==> config.mk <==
export PLATFORM = sky130hd
export DESIGN_NAME = lmrf_tau_div
export DESIGN_NICKNAME = d
export VERILOG_FILES = /design/src/rtl/lmrf_pkg.sv /design/src/rtl/lmrf_tau_div.sv
export SDC_FILE = /design/constraint.sdc
export NUM_CORES = 1
export LEC_CHECK = 0
export BUFFER_PORTS_ARGS = -buffer_cell sky130_fd_sc_hd__buf_2
export CAP_MARGIN = 40
export CORE_AREA = 2 2 165 207
export DETAILED_ROUTE_END_ITERATION = 8
export DIE_AREA = 0 0 167 209
export PLACE_DENSITY = 0.6
export SYNTH_ARGS = -nofsm -noshare
export SYNTH_HDL_FRONTEND = slang
export SYNTH_SLANG_ARGS = --single-unit
==> constraint.sdc <==
create_clock -name i_clk -period 7.9 [get_ports i_clk]
set_input_delay 1.185 -clock i_clk [delete_from_list [all_inputs] [get_ports i_clk]]
set_output_delay 1.185 -clock i_clk [all_outputs]
set_load 0.02 [all_outputs]
==> src/rtl/lmrf_pkg.sv <==
// Shared constants, codes and types of the lane marking row filter.
`timescale 1ns / 1ps
package lmrf_pkg;

    localparam int PIX_W      = 8;
    localparam int DIM_W      = 11;
    localparam int TS_W       = 9;
    localparam int TAU_W      = 10;
    localparam int POS_W      = 10;
    localparam int THR_W      = 8;
    localparam int NUM_W      = 20;
    localparam int CFG_IDX_W  = 3;
    localparam int CFG_DATA_W = 11;
    localparam int S_TDATA_W  = 8;
    localparam int M_TDATA_W  = 32;

    // Configuration register indexes
    localparam logic [CFG_IDX_W-1:0] CFG_WIDTH     = 3'd0;
    localparam logic [CFG_IDX_W-1:0] CFG_HEIGHT    = 3'd1;
    localparam logic [CFG_IDX_W-1:0] CFG_TAU_START = 3'd2;
    localparam logic [CFG_IDX_W-1:0] CFG_TAU_END   = 3'd3;
    localparam logic [CFG_IDX_W-1:0] CFG_THRESHOLD = 3'd4;

    // Input action codes carried on tuser
    localparam logic ACT_PIXEL = 1'b0;
    localparam logic ACT_DRAIN = 1'b1;

    typedef struct packed {
        logic             start;
        logic [TS_W-1:0]  tau_start;
        logic [TS_W-1:0]  tau_end;
        logic [DIM_W-1:0] divisor;
        logic [DIM_W-1:0] near_span;
        logic [DIM_W-1:0] far_span;
    } t_tau_req;

    typedef struct packed {
        logic            busy;
        logic            done;
        logic [TS_W-1:0] quotient;
    } t_tau_rsp;

    typedef enum logic [3:0] {
        EM_IDLE   = 4'b0001,
        EM_READ_A = 4'b0010,
        EM_READ_B = 4'b0100,
        EM_CALC   = 4'b1000
    } t_emit_state;

    typedef enum logic [2:0] {
        DV_IDLE = 3'b001,
        DV_MUL  = 3'b010,
        DV_DIV  = 3'b100
    } t_div_state;

endpackage

==> src/rtl/lmrf_tau_div.sv <==
// Iterative row offset unit: weighted sum then restoring division by the height.
`timescale 1ns / 1ps
module lmrf_tau_div (
    input  logic               i_clk,
    input  logic               i_rst_n,
    input  lmrf_pkg::t_tau_req i_req,
    output lmrf_pkg::t_tau_rsp o_rsp
);
    import lmrf_pkg::*;

    localparam int STEP_W = $clog2(TS_W);

    t_div_state        r_state, n_state;
    logic [NUM_W-1:0]  r_prod;
    logic [NUM_W-1:0]  r_rem;
    logic [NUM_W-1:0]  r_dvs;
    logic [TS_W-1:0]   r_te;
    logic [TS_W-1:0]   r_quo;
    logic [DIM_W-1:0]  r_far;
    logic [STEP_W-1:0] r_step;
    logic              r_done;
    logic              rem_ge;

    assign rem_ge = (r_rem >= r_dvs);

    always_comb begin
        n_state = r_state;
        case (r_state)
            DV_IDLE: begin
                if (i_req.start) n_state = DV_MUL;
            end
            DV_MUL: begin
                n_state = DV_DIV;
            end
            DV_DIV: begin
                if (r_step == '0) n_state = DV_IDLE;
            end
            default: begin
                n_state = DV_IDLE;
            end
        endcase
    end

    always_ff @(posedge i_clk) begin
        if (!i_rst_n) begin
            r_state <= DV_IDLE;
            r_done  <= 1'b0;
        end else begin
            r_state <= n_state;
            r_done  <= (r_state == DV_DIV) && (r_step == '0);
        end
    end

    // n = ts*(2h-2r) + te*(2r-h); quotient never exceeds 9 bits
    always_ff @(posedge i_clk) begin
        case (r_state)
            DV_IDLE: begin
                if (i_req.start) begin
                    r_prod <= NUM_W'(i_req.tau_start) * NUM_W'(i_req.near_span);
                    r_te   <= i_req.tau_end;
                    r_far  <= i_req.far_span;
                    r_dvs  <= NUM_W'({i_req.divisor, {(TS_W-1){1'b0}}});
                    r_step <= STEP_W'(TS_W - 1);
                end
            end
            DV_MUL: begin
                r_rem <= r_prod + NUM_W'(r_te) * NUM_W'(r_far);
            end
            DV_DIV: begin
                if (rem_ge) r_rem <= r_rem - r_dvs;
                r_quo  <= {r_quo[TS_W-2:0], rem_ge};
                r_dvs  <= r_dvs >> 1;
                r_step <= r_step - 1'b1;
            end
            default: begin
            end
        endcase
    end

    assign o_rsp.busy     = (r_state != DV_IDLE) || r_done;
    assign o_rsp.done     = r_done;
    assign o_rsp.quotient = r_quo;

endmodule

==> results of run 1 <==
through the flow:
step | cell area, sq um | power, uW | std cells
finish | 12400 | 4870 | 1643
floorplan | 11400 | 3760 | 1179
global placement | 12100 | 4310 | 1625
detailed placement | 12100 | 4400 | 1627
global route | 12400 | 5470 | 1643
CTS | 12400 | 4920 | 1643
synthesized netlist by cell type (2+ instances only):
master	count	area share, %
o22ai_1	3	0.16
a211oi_1	5	0.33
edfxtp_1	92	24
xnor2_1	33	2.5
and2_1	107	5.9
a31o_2	2	0.15
a31oi_1	4	0.22
o21a_1	5	0.33
and3b_1	2	0.15
nor3b_1	5	0.33
nand3_1	4	0.18
a21o_1	18	1.2
or2_2	4	0.22
and4_1	2	0.15
dfxtp_1	4	0.70
o211ai_1	4	0.26
a21oi_1	50	2.2
xor2_1	16	1.2
nor3_1	7	0.31
nand2b_1	6	0.33
mux2i_1	7	0.61
nand4_1	5	0.27
and3_4	2	0.20
nand2_1	140	4.6
o21bai_1	10	0.66
or2b_2	2	0.15
clkbuf_1	37	1.2
and3_1	2	0.11
clkbuf_8	2	0.24
a41oi_1	2	0.15
o21ai_0	36	1.6
nor2_1	47	1.5
and2_2	2	0.13
inv_1	216	7.1
o311ai_0	2	0.15
nor2b_1	12	0.66
a211oi_2	2	0.22
buf_4	2	0.13
fa_1	144	25
ha_1	107	12
per-layer routing:
layer,up-vias,GRT usage (%),share of wire (%)
met3,28,1.86,2.2
met5,-,0,0.057
met2,85,26.5,54
met1,3811,15.7,42
li1,3840,-,-
met4,2,4.16,1.6
cell type report:
| cell class | instances | area share, % |
|---|---|---|
| clock buffers | 9 | 1.81 |
| inverters | 217 | 6.54 |
| clock inverters | 7 | 0.834 |
| well taps | 423 | 4.25 |
| flip-flops and latches | 96 | 22.8 |
| repair buffers | 68 | 2.98 |
| multi-input cells | 823 | 60.7 |
worst max-delay path by stage:
stage	to	slack (ns)	start
2_1_floorplan	r_prod[19]$_DFFE_PP_	2.58	i_req[19]
3_3_place_gp	r_prod[18]$_DFFE_PP_	2.41	i_req[16]
3_5_place_dp	r_prod[19]$_DFFE_PP_	2.34	i_req[48]
4_1_cts	r_rem[18]$_DFFE_PP_	2.43	r_te[0]$_DFFE_PP_
5_1_grt	r_rem[18]$_DFFE_PP_	2.14	r_te[0]$_DFFE_PP_
6_report	r_rem[18]$_DFFE_PP_	2.50	r_te[0]$_DFFE_PP_
power groups by stage:
stage / Clock (uW) / Sequential, uW / Combinational [uW]
3_3_place_gp: 0 / 869 / 3440
4_1_cts: 507 / 860 / 3560
3_5_place_dp: 0 / 871 / 3530
5_1_grt: 518 / 869 / 4080
2_1_floorplan: 0 / 843 / 2920
6_report: 488 / 860 / 3520
registers in the layout (all words and copies together), names as in the netlist:
name and cells:
r_quo 9, r_te 9, r_prod 20, r_step 4, r_state 3, r_dvs 19
r_far 11, r_rem 20, r_done 1
logic make-up after synthesis:
logic type / share of synthesized area (%)
AO/OA/AOI/OAI: 9.15
XOR/XNOR: 3.76
adder cells (fa/ha/maj): 37.0
buffers and inverters: 8.81
flip-flops: 24.9
multiplexers: 0.614
AND/OR/NAND/NOR: 15.7
placed cells by master (no fill, tap or decap), drive strengths merged, types with 19 or more instances in the layout:
cell,n
a21o,19
a21oi,51
and2,109
buf,68
edfxtp,92
fa,144
ha,107
inv,218
nand2,140
nor2,47
o21ai,38
xnor2,33
==> results.sh, run 1 <==
export IMPL_p_clk_share_pct=10.0
export IMPL_reg2reg_slack_ns=2.50
export IMPL_core_area_sq_mm=0.0331
export IMPL_initial_utilization_pct=34.4
export IMPL_crit_chain="nand2_1, fa_1, inv_1, fa_1, inv_1, fa_1, inv_1, fa_1, inv_1, fa_1, inv_1, ha_1, a21o_1, nor3_1, a31oi_1, a21oi_1, a21oi_1, mux2i_1, o211ai_1"
export IMPL_synthFlopType="edfxtp_1"
export IMPL_dr_pass1_iters=6
export IMPL_drt_iter0_markers=283
export IMPL_finalCritPeriodShare_pct=68.4
export IMPL_fp_dieArea_sq_mm=0.0349
export IMPL_syn_avg_cell_area_sq_um=9.67
export IMPL_port_buffers=64
export IMPL_fin_crit_ns=5.40
export IMPL_io_pins=65
export IMPL_grt_pass1_wl_mm=39.5
export IMPL_status="complete, no violations"
export IMPL_drv_slew=0
export IMPL_pre_cts_ws_ns=2.34
export IMPL_synth_cells=1179
export IMPL_min_to="r_quo[3]$_DFFE_PP_"
export IMPL_cts_resized=0
export IMPL_ys_seq_elements=96
export IMPL_cellPowerDensity_mw_per_mm2=391
export IMPL_wl_per_cell_um=13.8
export IMPL_synth_cell_types=67
export IMPL_maxCapViolations=0
export IMPL_drive_gt1_share_pct=8.61
export IMPL_place_congestion=0.873
export IMPL_hp_start="r_quo[2]$_DFFE_PP_"
export IMPL_first_global_vias=8467
export IMPL_switching_power_uw=2180
export IMPL_post_cts_buffers=0
export IMPL_required_ns=7.99
export IMPL_crit_family="adder cells"
export IMPL_relSlewSlack_pct=50.9
export IMPL_setup_viol=0
export IMPL_max_freq_mhz=185
export IMPL_cts_root_buf="clkbuf_16"
export IMPL_crit_arrival_ns=5.50
export IMPL_slowest_stage="edfxtp_1"
export IMPL_num_rows=75
export IMPL_crit_path_end_kind="register"
export IMPL_ys_async_sr_fraction_pct=0
export IMPL_grt_max_degree=64
export IMPL_drt_total_wl_mm=22.6
export IMPL_r2r_start="r_te[0]$_DFFE_PP_"
export IMPL_internal_power_uw=2690
export IMPL_chipHeight_um=209
export IMPL_hold_viol=0
export IMPL_grt_usage_pct=13.8
export IMPL_dieWidth_um=167
export IMPL_fin_hold_ws_ns=0.450
export IMPL_grt_overflow_total=0
export IMPL_crit_type="reg2reg"
export IMPL_path_buf_inv=5
export IMPL_fin_ws_ns=2.50
export IMPL_cts_sinks=96
export IMPL_rsz0062_at_grt="no"
export IMPL_vias_per_cell=4.73
export IMPL_hpwl_mm=19.1
export IMPL_clk_pin_slew_worst_paths_ns=0.07
export IMPL_seq_power_share_pct=17.7
export IMPL_sw_frac_of_total_pct=44.8
export IMPL_syn_area_sq_mm=0.0114
export IMPL_multi_input_area_sq_mm=0.00756
export IMPL_num_antenna_cells=0
export IMPL_cp_max_fo=11
export IMPL_reg2reg_depth=19
export IMPL_clkLatencyLatePin_ns=0.37
export IMPL_ir_drop_mv=0.312
export IMPL_cts_tree="built"
export IMPL_fillerInstances=3384
export IMPL_antenna_found_initial=1
export IMPL_ctsHoldBuffers=0
export IMPL_skew_ns=0.00991
export IMPL_numCtsBuffers=9
export IMPL_finalSetupTns_ns=0
export IMPL_syn_to_final_growth_pct=9.12
export IMPL_yosysWarnings=0
export IMPL_finalNetCount=1520
export IMPL_cts_htree_levels=3
export IMPL_max_stage_delay_ns=0.56
export IMPL_final_antenna_net_count=0
export IMPL_synth_edff_count=92
export IMPL_yosysSeqAreaShare_pct=24.9
export IMPL_ff_latch_area_sq_mm=0.00284
export IMPL_worst_pin_slew_ns=0.718
export IMPL_power_leakage_uw=0.00589
export IMPL_final_util_pct=37.6
export IMPL_synth_nets=1484
export IMPL_p_comb_share_pct=72.3
export IMPL_start_kind="register"
export IMPL_vias=7766
export IMPL_cts_buffer_depth=2
export IMPL_reg2reg_to="r_rem[18]$_DFFE_PP_"
export IMPL_post_route_drc_count=0
export IMPL_hold_depth=0
export IMPL_cp_num_cells=19
export IMPL_hp_class="reg2reg"
(Power assumes the default switching activity.)
==> run 2, diff against run 1 <==
PLACE_DENSITY = 0.62   (was 0.6)
clock period = 4.8 ns   (was 7.9 ns; I/O delays follow)
==> results.sh, run 2 (synthesis results as in run 1) <==
export IMPL_status="finished with violations"
export IMPL_violations="negative setup slack"
export IMPL_vias_per_cell=4.68
export IMPL_cts_tree="built"
export IMPL_fillerInstances=3287
export IMPL_maxCapViolations=0
export IMPL_seq_power_share_pct=14.1
export IMPL_setup_viol=12
export IMPL_dieWidth_um=167
export IMPL_crit_type="reg2reg"
export IMPL_final_antenna_net_count=0
export IMPL_fin_crit_ns=5.12
export IMPL_num_rows=75
export IMPL_wl_per_cell_um=13.8
export IMPL_cts_buffer_depth=2
export IMPL_vias=8253
export IMPL_numCtsBuffers=9
export IMPL_max_freq_mhz=195
export IMPL_hold_viol=0
export IMPL_skew_ns=0.00932
export IMPL_reg_top3="r_prod: 20 flops, r_rem: 20 flops, r_dvs: 19 flops"
export IMPL_placed_cells=1722
export IMPL_fin_ws_ns=-0.317
export IMPL_reg2reg_slack_ns=-0.32
export IMPL_reg2reg_to="r_rem[19]$_DFFE_PP_"
export IMPL_cts_sinks=96
export IMPL_port_buffers=64
export IMPL_drt_iter0_markers=307
export IMPL_grt_usage_pct=14.4
export IMPL_p_comb_share_pct=78.9
export IMPL_first_global_vias=8852
export IMPL_hpwl_mm=20.0
export IMPL_worst_pin_slew_ns=0.824
export IMPL_required_ns=4.90
export IMPL_grt_max_degree=64
export IMPL_sw_frac_of_total_pct=42.5
export IMPL_grt_pass1_wl_mm=41.3
export IMPL_cellPowerDensity_mw_per_mm2=734
export IMPL_reg2reg_depth=16
export IMPL_finalNetCount=1640
export IMPL_dr_pass1_iters=5
export IMPL_relSlewSlack_pct=43.6
export IMPL_rsz0062_at_grt="yes"
export IMPL_r2r_start="r_te[8]$_DFFE_PP_"
export IMPL_instances_no_fill=1764
export IMPL_min_to="r_quo[6]$_DFFE_PP_"
export IMPL_power_leakage_uw=0.00650
export IMPL_switching_power_uw=4230
export IMPL_layout_common_cells="inv_1 (210), fa_1 (140), nand2_1 (136)"
export IMPL_pre_cts_ws_ns=-0.420
export IMPL_ctsHoldBuffers=0
export IMPL_crit_arrival_ns=5.21
export IMPL_layout_commonest_cell="inv_1"
export IMPL_fin_area_sq_mm=0.0136
export IMPL_drt_total_wl_mm=24.3
export IMPL_hp_start="r_quo[5]$_DFFE_PP_"
export IMPL_cts_htree_levels=3
export IMPL_cts_root_buf="clkbuf_16"
export IMPL_fp_dieArea_sq_mm=0.0349
export IMPL_hp_class="reg2reg"
export IMPL_core_area_sq_mm=0.0331
export IMPL_post_route_drc_count=0
export IMPL_place_congestion=0.872
export IMPL_cp_max_fo=6
export IMPL_grt_overflow_total=0
export IMPL_hold_depth=0
export IMPL_clk_pin_slew_worst_paths_ns=0.07
export IMPL_io_pins=65
export IMPL_drv_slew=0
export IMPL_antenna_found_initial=3
export IMPL_p_clk_share_pct=7.0
export IMPL_chipHeight_um=209
export IMPL_crit_path_end_kind="register"
export IMPL_initial_utilization_pct=34.4
export IMPL_drive_gt1_share_pct=20.6
export IMPL_ir_drop_mv=0.553
export IMPL_internal_power_uw=5740
export IMPL_clkLatencyLatePin_ns=0.36
export IMPL_start_kind="register"
export IMPL_place_area_sq_mm=0.0129
export IMPL_syn_to_final_growth_pct=19.1
export IMPL_finalCritPeriodShare_pct=107
[run 2: cell count changes in the layout (fill, tap and decap cells not counted), sizes merged]
cell      delta
buf        +120
bufinv       -2
inv          +2
clkinv       -1
clkinvlp     +1
diode        +1
[run 2: what timing repair did]
action / CTS / global route
endpoints found under the hold margin: 0 / 0
pin swaps: 36 / 23
endpoints found under the setup margin: 11 / 14
setup buffers: 22 / 4
resized for setup: 48 / 16
[run 2: worst max-delay path, cell delays in order (launching register included)]
cell and delay, ns:
edfxtp_1 0.51, and2_4 0.22, fa_1 0.50, fa_1 0.55, fa_2 0.45, fa_1 0.48, inv_1 0.05, fa_1 0.49
inv_2 0.05, ha_4 0.21, and3_4 0.17, a221o_1 0.38, o311a_1 0.34, a21oi_2 0.14, a21oi_2 0.07, xnor2_1 0.17
a211oi_2 0.08
[run 2: cell type report]
class,instances,area [sq um],area share [%]
Sequential cell,96,2840,20.9
Clock inverter,7,52.6,0.387
Tap cell,423,529,3.90
Inverter,217,815,6.00
Antenna cell,1,2.50,0.0184
Clock buffer,9,225,1.66
Timing Repair Buffer,188,1290,9.50
Multi-Input combinational cell,823,7820,57.6
[run 2: worst max-delay path by stage]
| stage | startpoint | endpoint | depth (start not counted) |
|---|---|---|---|
| final | r_te[8]$_DFFE_PP_ | r_rem[19]$_DFFE_PP_ | 16 |
| after global routing | r_te[6]$_DFFE_PP_ | r_rem[19]$_DFFE_PP_ | 18 |
| after CTS | r_far[4]$_DFFE_PP_ | r_rem[19]$_DFFE_PP_ | 17 |
| after detailed placement | r_far[10]$_DFFE_PP_ | r_rem[19]$_DFFE_PP_ | 17 |
| after global placement | r_far[10]$_DFFE_PP_ | r_rem[19]$_DFFE_PP_ | 17 |
| after floorplan | r_te[6]$_DFFE_PP_ | r_rem[19]$_DFFE_PP_ | 18 |
[run 2: stage by stage]
stage	power [uW]	hold WS (ns)	setup TNS (ns)	util, %
floorplan	6410	0.504	-0.414	-
global placement	8290	0.431	-2.48	38.9
detailed placement	8460	0.433	-3.28	38.9
CTS	9890	0.455	-2.17	40.7
global route	11100	0.474	-4.67	41.0
finish	9970	0.453	-2.19	41.0
[run 2: power groups by stage]
stage / clock network [uW] / registers (uW) / logic, uW
floorplan: 0 / 1390 / 5030
global placement: 0 / 1420 / 6870
detailed placement: 0 / 1430 / 7030
CTS: 717 / 1410 / 7760
global route: 747 / 1420 / 8910
finish: 695 / 1410 / 7860
[run 2: metal layers]
metal / track usage (%) / share of wire (%) / vias to the layer above
met5: 0 / 0.11 / -
li1: - / - / 4088
met4: 5.41 / 2.6 / 4
met1: 16.3 / 41 / 4007
met2: 27.3 / 53 / 109
met3: 1.91 / 2.5 / 45
==> run 3, diff against run 2 <==
clock period = 4.7 ns   (was 4.8 ns; I/O delays follow)
==> results.sh, run 3 (synthesis results as in run 1) <==
export IMPL_status="finished with violations"
export IMPL_violations="negative setup slack"
export IMPL_crit_path_start="r_far[5]$_DFFE_PP_"
export IMPL_port_buffers=64
export IMPL_drv_slew=0
export IMPL_cts_buffer_depth=2
export IMPL_hpwl_mm=20.6
export IMPL_crit_chain="buf_6, buf_6, and2_1, fa_2, fa_1, fa_1, fa_1, inv_1, fa_1, inv_1, ha_4, and3_4, a221o_1, o311a_1, a211oi_2, xnor2_1, nand2_1, o21ai_2"
export IMPL_maxCapViolations=0
export IMPL_initial_utilization_pct=34.4
export IMPL_cts_sinks=96
export IMPL_required_ns=4.81
export IMPL_crit_top_cell="fa_1"
export IMPL_p_comb_share_pct=79.4
export IMPL_vias_per_cell=4.67
export IMPL_instances_no_fill=1765
export IMPL_max_stage_delay_ns=0.57
export IMPL_io_pins=65
export IMPL_wl_per_cell_um=14.0
export IMPL_sw_frac_of_total_pct=42.7
export IMPL_final_antenna_net_count=0
export IMPL_cts_htree_levels=3
export IMPL_place_congestion=0.861
export IMPL_crit_arrival_ns=5.30
export IMPL_drive_gt1_share_pct=21.8
export IMPL_setup_viol=12
export IMPL_r2r_start="r_far[5]$_DFFE_PP_"
export IMPL_dr_pass1_iters=4
export IMPL_fin_ws_ns=-0.491
export IMPL_drt_iter0_markers=266
export IMPL_final_util_pct=41.6
export IMPL_cellPowerDensity_mw_per_mm2=779
export IMPL_clk_pin_slew_worst_paths_ns=0.07
export IMPL_clkLatencyLatePin_ns=0.38
export IMPL_finalCritPeriodShare_pct=110
export IMPL_drt_total_wl_mm=24.8
export IMPL_cts_root_buf="clkbuf_16"
export IMPL_slowest_stage="fa_2"
export IMPL_grt_overflow_total=0
export IMPL_fin_area_sq_mm=0.0138
export IMPL_switching_power_uw=4590
export IMPL_layout_common_cells="inv_1 (208), nand2_1 (136), fa_1 (135)"
export IMPL_fin_crit_ns=5.19
export IMPL_hp_class="reg2reg"
export IMPL_grt_pass1_wl_mm=41.7
export IMPL_fp_dieArea_sq_mm=0.0349
export IMPL_place_area_sq_mm=0.0129
export IMPL_dieWidth_um=167
export IMPL_numCtsBuffers=9
export IMPL_rsz0062_at_grt="yes"
export IMPL_p_clk_share_pct=7.4
export IMPL_chipHeight_um=209
export IMPL_seq_power_share_pct=13.3
export IMPL_cts_tree="built"
export IMPL_hp_start="r_quo[4]$_DFFE_PP_"
export IMPL_first_global_vias=8873
export IMPL_finalNetCount=1641
export IMPL_internal_power_uw=6150
export IMPL_ir_drop_mv=0.477
export IMPL_start_kind="register"
export IMPL_reg_top3="r_prod: 20 flops, r_rem: 20 flops, r_dvs: 19 flops"
export IMPL_max_freq_mhz=193
export IMPL_post_route_drc_count=0
export IMPL_worst_pin_slew_ns=0.844
export IMPL_grt_usage_pct=14.8
export IMPL_num_rows=75
export IMPL_hold_viol=0
export IMPL_cp_max_fo=3
export IMPL_path_buf_inv=4
export IMPL_crit_family="adder cells"
export IMPL_fin_hold_ws_ns=0.450
export IMPL_crit_path_end_kind="register"
export IMPL_core_area_sq_mm=0.0331
export IMPL_grt_max_degree=64
export IMPL_antenna_found_initial=2
export IMPL_layout_commonest_cell="inv_1"
export IMPL_vias=8238
export IMPL_skew_ns=0.0119
export IMPL_placed_cells=1729
export IMPL_crit_type="reg2reg"
export IMPL_power_leakage_uw=0.00655
export IMPL_relSlewSlack_pct=42.3
export IMPL_syn_to_final_growth_pct=20.8
export IMPL_pre_cts_ws_ns=-0.562
-- run 3: cell types whose count changed in the layout (fill, tap and decap cells not counted), moves of 5 or more --
cell	previous run	this run
buf_6	8	21
buf_4	114	103
fa_2	4	9
fa_1	140	135
-- run 3: through the flow --
| step | setup TNS, ns | total power [uW] |
|---|---|---|
| after floorplan | -0.708 | 6610 |
| after global placement | -4.02 | 8690 |
| after detailed placement | -4.89 | 8870 |
| after CTS | -3.44 | 10100 |
| after global routing | -5.90 | 11800 |
| final | -3.48 | 10700 |
-- run 3: final timing paths --
path	cells past startpoint	to	slack (ns)
min	0	r_quo[5]$_DFFE_PP_	0.45
max	18	r_rem[17]$_DFFE_PP_	-0.49
min reg2reg	0	r_quo[5]$_DFFE_PP_	0.45
max reg2reg	18	r_rem[17]$_DFFE_PP_	-0.49
-- run 3: layout make-up --
class | instances | area (sq um)
well taps | 423 | 529
clock buffers | 9 | 225
diodes | 1 | 2.50
clock inverters | 7 | 85.1
multi-input cells | 823 | 7930
repair buffers | 189 | 1350
fillers | 3226 | 19300
inverters | 217 | 815
flip-flops and latches | 96 | 2840
-- run 3: per-layer routing --
metal	up-vias	part of all wire (%)	GRT usage, %	routed length (um)
met5	-	0.044	0	11
met4	2	2.5	5.38	620
met3	36	2.4	2.03	594
met2	89	54	28.4	13400
met1	4016	41	16.4	10200
li1	4095	-	-	-
-- run 3: what timing repair did --
| action | CTS | global route |
|---|---|---|
| hold buffers | 0 | 0 |
| pin swaps | 49 | 39 |
| buffers inserted | 16 | 6 |
| resized for setup | 46 | 41 |
| endpoints found under the setup margin | 12 | 16 |
-- run 3: power groups by stage --
stage | clock network, uW | registers, uW | logic (uW)
finish | 790 | 1420 | 8520
global route | 845 | 1440 | 9570
CTS | 809 | 1430 | 7910
detailed placement | 0 | 1450 | 7430
global placement | 0 | 1440 | 7250
floorplan | 0 | 1420 | 5190
